### src/hdl/rtprc_pkg.sv
`timescale 1ns / 1ps
`default_nettype none
package rtprc_pkg;

	localparam int DEPTH_DEF   = 64;
	localparam int STREAMS_DEF = 16;

	localparam logic [6:0] CAPACITY_RESET = 7'd64;
	localparam logic [2:0] REG_CAPACITY_ADDR = 3'd0;

	typedef enum logic [1:0] {
		CMD_PUT   = 2'd0,
		CMD_FIND  = 2'd1,
		CMD_ERASE = 2'd2,
		CMD_CLEAR = 2'd3
	} cmd_t;

	typedef enum logic [2:0] {
		STATUS_OK        = 3'd0,
		STATUS_EMPTY     = 3'd1,
		STATUS_CAP_ZERO  = 3'd2,
		STATUS_HDR_BAD   = 3'd3,
		STATUS_NOT_FOUND = 3'd4
	} status_t;

	typedef struct packed {
		logic [1:0]  cmd;
		logic [3:0]  stream;
		logic [31:0] ssrc;
		logic [15:0] seq;
		logic [6:0]  ptype;
		logic        marker;
		logic [31:0] timestamp;
		logic        header_ok;
		logic [15:0] packet_handle;
		logic [15:0] packet_len;
	} item_t;

	typedef struct packed {
		logic [2:0]  status;
		logic [3:0]  out_stream;
		logic [31:0] out_ssrc;
		logic [15:0] out_seq;
		logic [6:0]  out_ptype;
		logic        out_marker;
		logic [31:0] out_timestamp;
		logic [15:0] out_handle;
		logic [15:0] out_len;
		logic [6:0]  occupancy;
	} result_t;

	typedef struct packed {
		logic [3:0]  stream;
		logic [31:0] ssrc;
		logic [15:0] seq;
		logic [6:0]  ptype;
		logic        marker;
		logic [31:0] timestamp;
		logic [15:0] handle;
		logic [15:0] len;
	} entry_t;

	typedef enum logic [3:0] {
		ST_IDLE,
		ST_SCAN,
		ST_PF_RD,
		ST_PF_DO,
		ST_ALLOC,
		ST_EV_CHK,
		ST_EV_RD,
		ST_EV_DO,
		ST_ER_A,
		ST_ER_B,
		ST_ER_C,
		ST_DONE
	} state_t;

	function automatic entry_t to_entry(item_t it);
		entry_t e;
		e.stream    = it.stream;
		e.ssrc      = it.ssrc;
		e.seq       = it.seq;
		e.ptype     = it.ptype;
		e.marker    = it.marker;
		e.timestamp = it.timestamp;
		e.handle    = it.packet_handle;
		e.len       = it.packet_len;
		return e;
	endfunction

endpackage
`default_nettype wire

### src/hdl/rtprc_apb.sv
`timescale 1ns / 1ps
`default_nettype none
module rtprc_apb
	import rtprc_pkg::*;
(
	input  wire logic        clk,
	input  wire logic        arst_n,
	input  wire logic        psel,
	input  wire logic        penable,
	input  wire logic        pwrite,
	input  wire logic [2:0]  paddr,
	input  wire logic [31:0] pwdata,
	output logic      [31:0] prdata,
	output logic             pready,
	output logic      [6:0]  capacity
);

	logic [6:0] capacity_q;

	always_ff @(posedge clk or negedge arst_n) begin
		if (!arst_n) begin
			capacity_q <= CAPACITY_RESET;
		end else if (psel && penable && pwrite && paddr == REG_CAPACITY_ADDR) begin
			capacity_q <= pwdata[6:0];
		end
	end

	assign pready   = 1'b1;
	assign capacity = capacity_q;
	assign prdata   = (paddr == REG_CAPACITY_ADDR) ? {25'd0, capacity_q} : 32'd0;

endmodule
`default_nettype wire

### config.mk
export PLATFORM = sky130hd
export DESIGN_NAME = rtprc_apb
export DESIGN_NICKNAME = d
export VERILOG_FILES = /design/src/hdl/rtprc_pkg.sv /design/src/hdl/rtprc_apb.sv
export SDC_FILE = /design/constraint.sdc
export NUM_CORES = 1
export LEC_CHECK = 0
export ABC_AREA = 0
export BUFFER_PORTS_ARGS = -buffer_cell sky130_fd_sc_hd__buf_2
export CORE_MARGIN = 3
export CORE_UTILIZATION = 31
export CTS_BUF_LIST = sky130_fd_sc_hd__clkbuf_2
export DETAILED_ROUTE_END_ITERATION = 7
export PLACE_DENSITY = 0.84
export REMOVE_ABC_BUFFERS = 1
export SETUP_SLACK_MARGIN = 0.02
export SLEW_MARGIN = 0
export SYNTH_ARGS = -nofsm -noshare
export SYNTH_HDL_FRONTEND = slang
export SYNTH_SLANG_ARGS = --single-unit
### constraint.sdc
create_clock -name clk -period 1.3 [get_ports clk]
set_input_delay 0.065 -clock clk [delete_from_list [all_inputs] [get_ports clk]]
set_output_delay 0.065 -clock clk [all_outputs]
set_load 0.005 [all_outputs]
==> reports/qor.csv <==
stage;metric;value;unit
status;status;finished clean;
floorplanning;Cell Rows;14;
worst_setup_path;crit path capture type;output port;
pwr;VDD IR-drop max;0.0003086;V
worst_setup_path;critical path class;reg2out;
floorplanning;top-level I/O count;80;
finish;layout cell share with drive strength beyond 1;0.6000;
clocking;Num CTS Buffers;3;
worst_setup_path;CP endpoint;prdata[6];
finish;Total Nets Final;126;
timing;RSZ-0062 raised after global routing;no;
yosys;library cells used by synthesis;9;
timing;Fin Setup TNS;0;ns
route;number of routed nets with antenna violations;0;
pwr;clock share of power;0.267;
finish;Final Cell Area;636.9;um^2
global_route;antenna violations before repair;0;
finish;Fillers;172;
clocking;CTS tree;yes;
clocking;later-pin clock latency in the skew report;0.22;ns
clocking;clk sinks;7;
route;# DRC;0;
floorplanning;die height;47.76;um
pwr;Comb pwr share;0.258;
placed_design;Final GP Congestion;0.6327;
worst_hold_path;Tightest Hold Check Type;in2reg;
timing;final hold vios;0;
global_route;vias in the first global route;318;
finish;area delta synth->final;17.82;%
worst_setup_path;Worst Path Required;1.24;ns
global_route;first-pass GRT wire length;1269;um
pwr;Sequential Power Share;0.475;
yosys;flops & latches, synth;7;
worst_setup_path;Reg2Reg Depth;1;
worst_setup_path;worst r2r dst;capacity[5];
finish;Multi-input gate area;247.7;um^2
route;final wirelength;1032;um
yosys;syn avg cell area;10.39;um^2
placed_design;Port Buf Inserts;28;
finish;Seq. cell area;176.4;um^2
timing;final setup vio count;0;
route;DR vias;381;
finish;max FFs per register;7;
worst_setup_path;startpoint types;flop;
route;Initial DRC Count;1;
pwr;Psw;175.9;uW
yosys;synthesized cell area;540.5;um^2
finish;n_diodes;0;
global_route;GRT overflow;0;
clocking;Root Buffer;clkbuf_2;
worst_setup_path;WP data arrival;0.98;ns
floorplanning;die area;0.002281;mm^2
worst_setup_path;Critical Path Source;capacity[6];
run;max-cap violation count;0;
yosys;cell count after synthesis;52;
timing;Clock Skew;0;ns
placed_design;DP Area;606.8;um^2
floorplanning;core region area;0.001577;mm^2
yosys;Synth warnings;0;
timing;Slew Viols, Final;0;
worst_setup_path;CP max FO;3;
route;DRT Pass-1 Iters;2;
finish;Final Non-Filler Cells;101;
pwr;internal power;434.6;uW
clocking;H-tree levels;1;
worst_setup_path;r2r setup slk;0.53;ns
placed_design;DP HPWL;862;um
worst_setup_path;worst reg2reg startpoint;capacity[5];
pwr;Leak;0.0003965;uW
route;vias per inst;3.772;
clocking;post-cts resize count;0;
timing;crit share post-route;0.8019;
route;routed length per instance;10.22;um
global_route;pin count of the biggest net entering global routing;8;
pwr;switch share;0.2881;
pwr;total power;610.5;uW
yosys;post-synthesis sequential area ratio;0.3264;
pwr;PwrDens;958.6;mW/mm^2
clocking;clock slew at reported path FFs;0.08;ns
clocking;Clock Tree Buf Depth;2;
floorplanning;die width;47.76;um
placed_design;Placed Instances;96;
timing;min Tclk post-route;1.043;ns
floorplanning;Initial Util;0.3429;
global_route;GR Util All Layers;0.08162;
timing;Max Freq;959.2;MHz
[synthesized netlist by cell type]
cell,instances,area [um^2]
and2_2,7,52.55
and4_1,1,8.760
conb_1,2,7.510
buf_6,1,11.26
dfstp_2,1,26.28
mux2_2,7,78.83
buf_4,26,195.2
nor3_2,1,10.01
dfrtp_1,6,150.1
[metrics by stage]
stage	util	hold slack, ns	worst slack (ns)
6_report	0.4040	0.06724	0.2575
5_1_grt	0.4040	0.07203	0.2147
3_3_place_gp	0.3849	-0.09007	0.1354
3_5_place_dp	0.3849	-0.08847	0.1219
2_1_floorplan	-	-0.2306	0.1322
4_1_cts	0.4040	0.06252	0.2436
[area by class of cell]
class,count,area share
multi-input cells,42,0.3890
flip-flops and latches,7,0.2770
repair buffers,32,0.2711
clock buffers,4,0.03143
well taps,16,0.03143
[metal layers]
metal | wire, um | track usage | up-vias
li1 | - | - | 178
met1 | 384 | 0.08409 | 169
met2 | 518 | 0.1530 | 34
met3 | 128 | 0.03383 | 0
met4 | 0 | 0.01613 | 0
met5 | 0 | 0 | -
[worst min-delay path by stage]
stage,start,endpoint,slack [ns],cells after the start
2_1_floorplan,arst_n,capacity[0],-0.23,0
3_3_place_gp,arst_n,capacity[1],-0.09,1
3_5_place_dp,arst_n,capacity[1],-0.09,1
4_1_cts,pwdata[4],capacity[4],0.06,2
5_1_grt,pwdata[4],capacity[4],0.07,2
6_report,pwdata[4],capacity[4],0.07,2
[placed cells by master (no fill, tap or decap)]
cell type      Yosys  layout
buf_2              0      28
conb_1             2      26
and2_2             7       7
mux2_2             7       7
dfrtp_1            6       6
clkbuf_2           0       4
buf_4             26       3
nor3_2             1       1
and4_1             1       1
dfstp_2            1       1
dlygate4sd3_1      0       1
[critical path, stage by stage (launching register included)]
cell and delay, ns:
dfstp_2 0.54, and2_2 0.12, buf_2 0.10
[logic make-up after synthesis]
group         Yosys count  share of synthesized area
other cells             2                    0.01389
flops                   7                     0.3264
buf+inv                27                     0.3819
mux                     7                     0.1458
simple gates            9                     0.1319
[what timing repair did]
item | 4_1_cts | 5_1_grt
endpoints found under the hold margin | 7 | 0
setup buffers | 0 | 0
hold buffers | 1 | 0
[power by group through the flow]
stage               logic, uW  registers, uW  clock network (uW)
floorplan                65.0            297                   0
global placement          151            290                   0
detailed placement        156            294                   0
CTS                       159            291                 168
global route              179            298                 174
finish                    158            290                 163
Power figures use the tool's default switching activity.
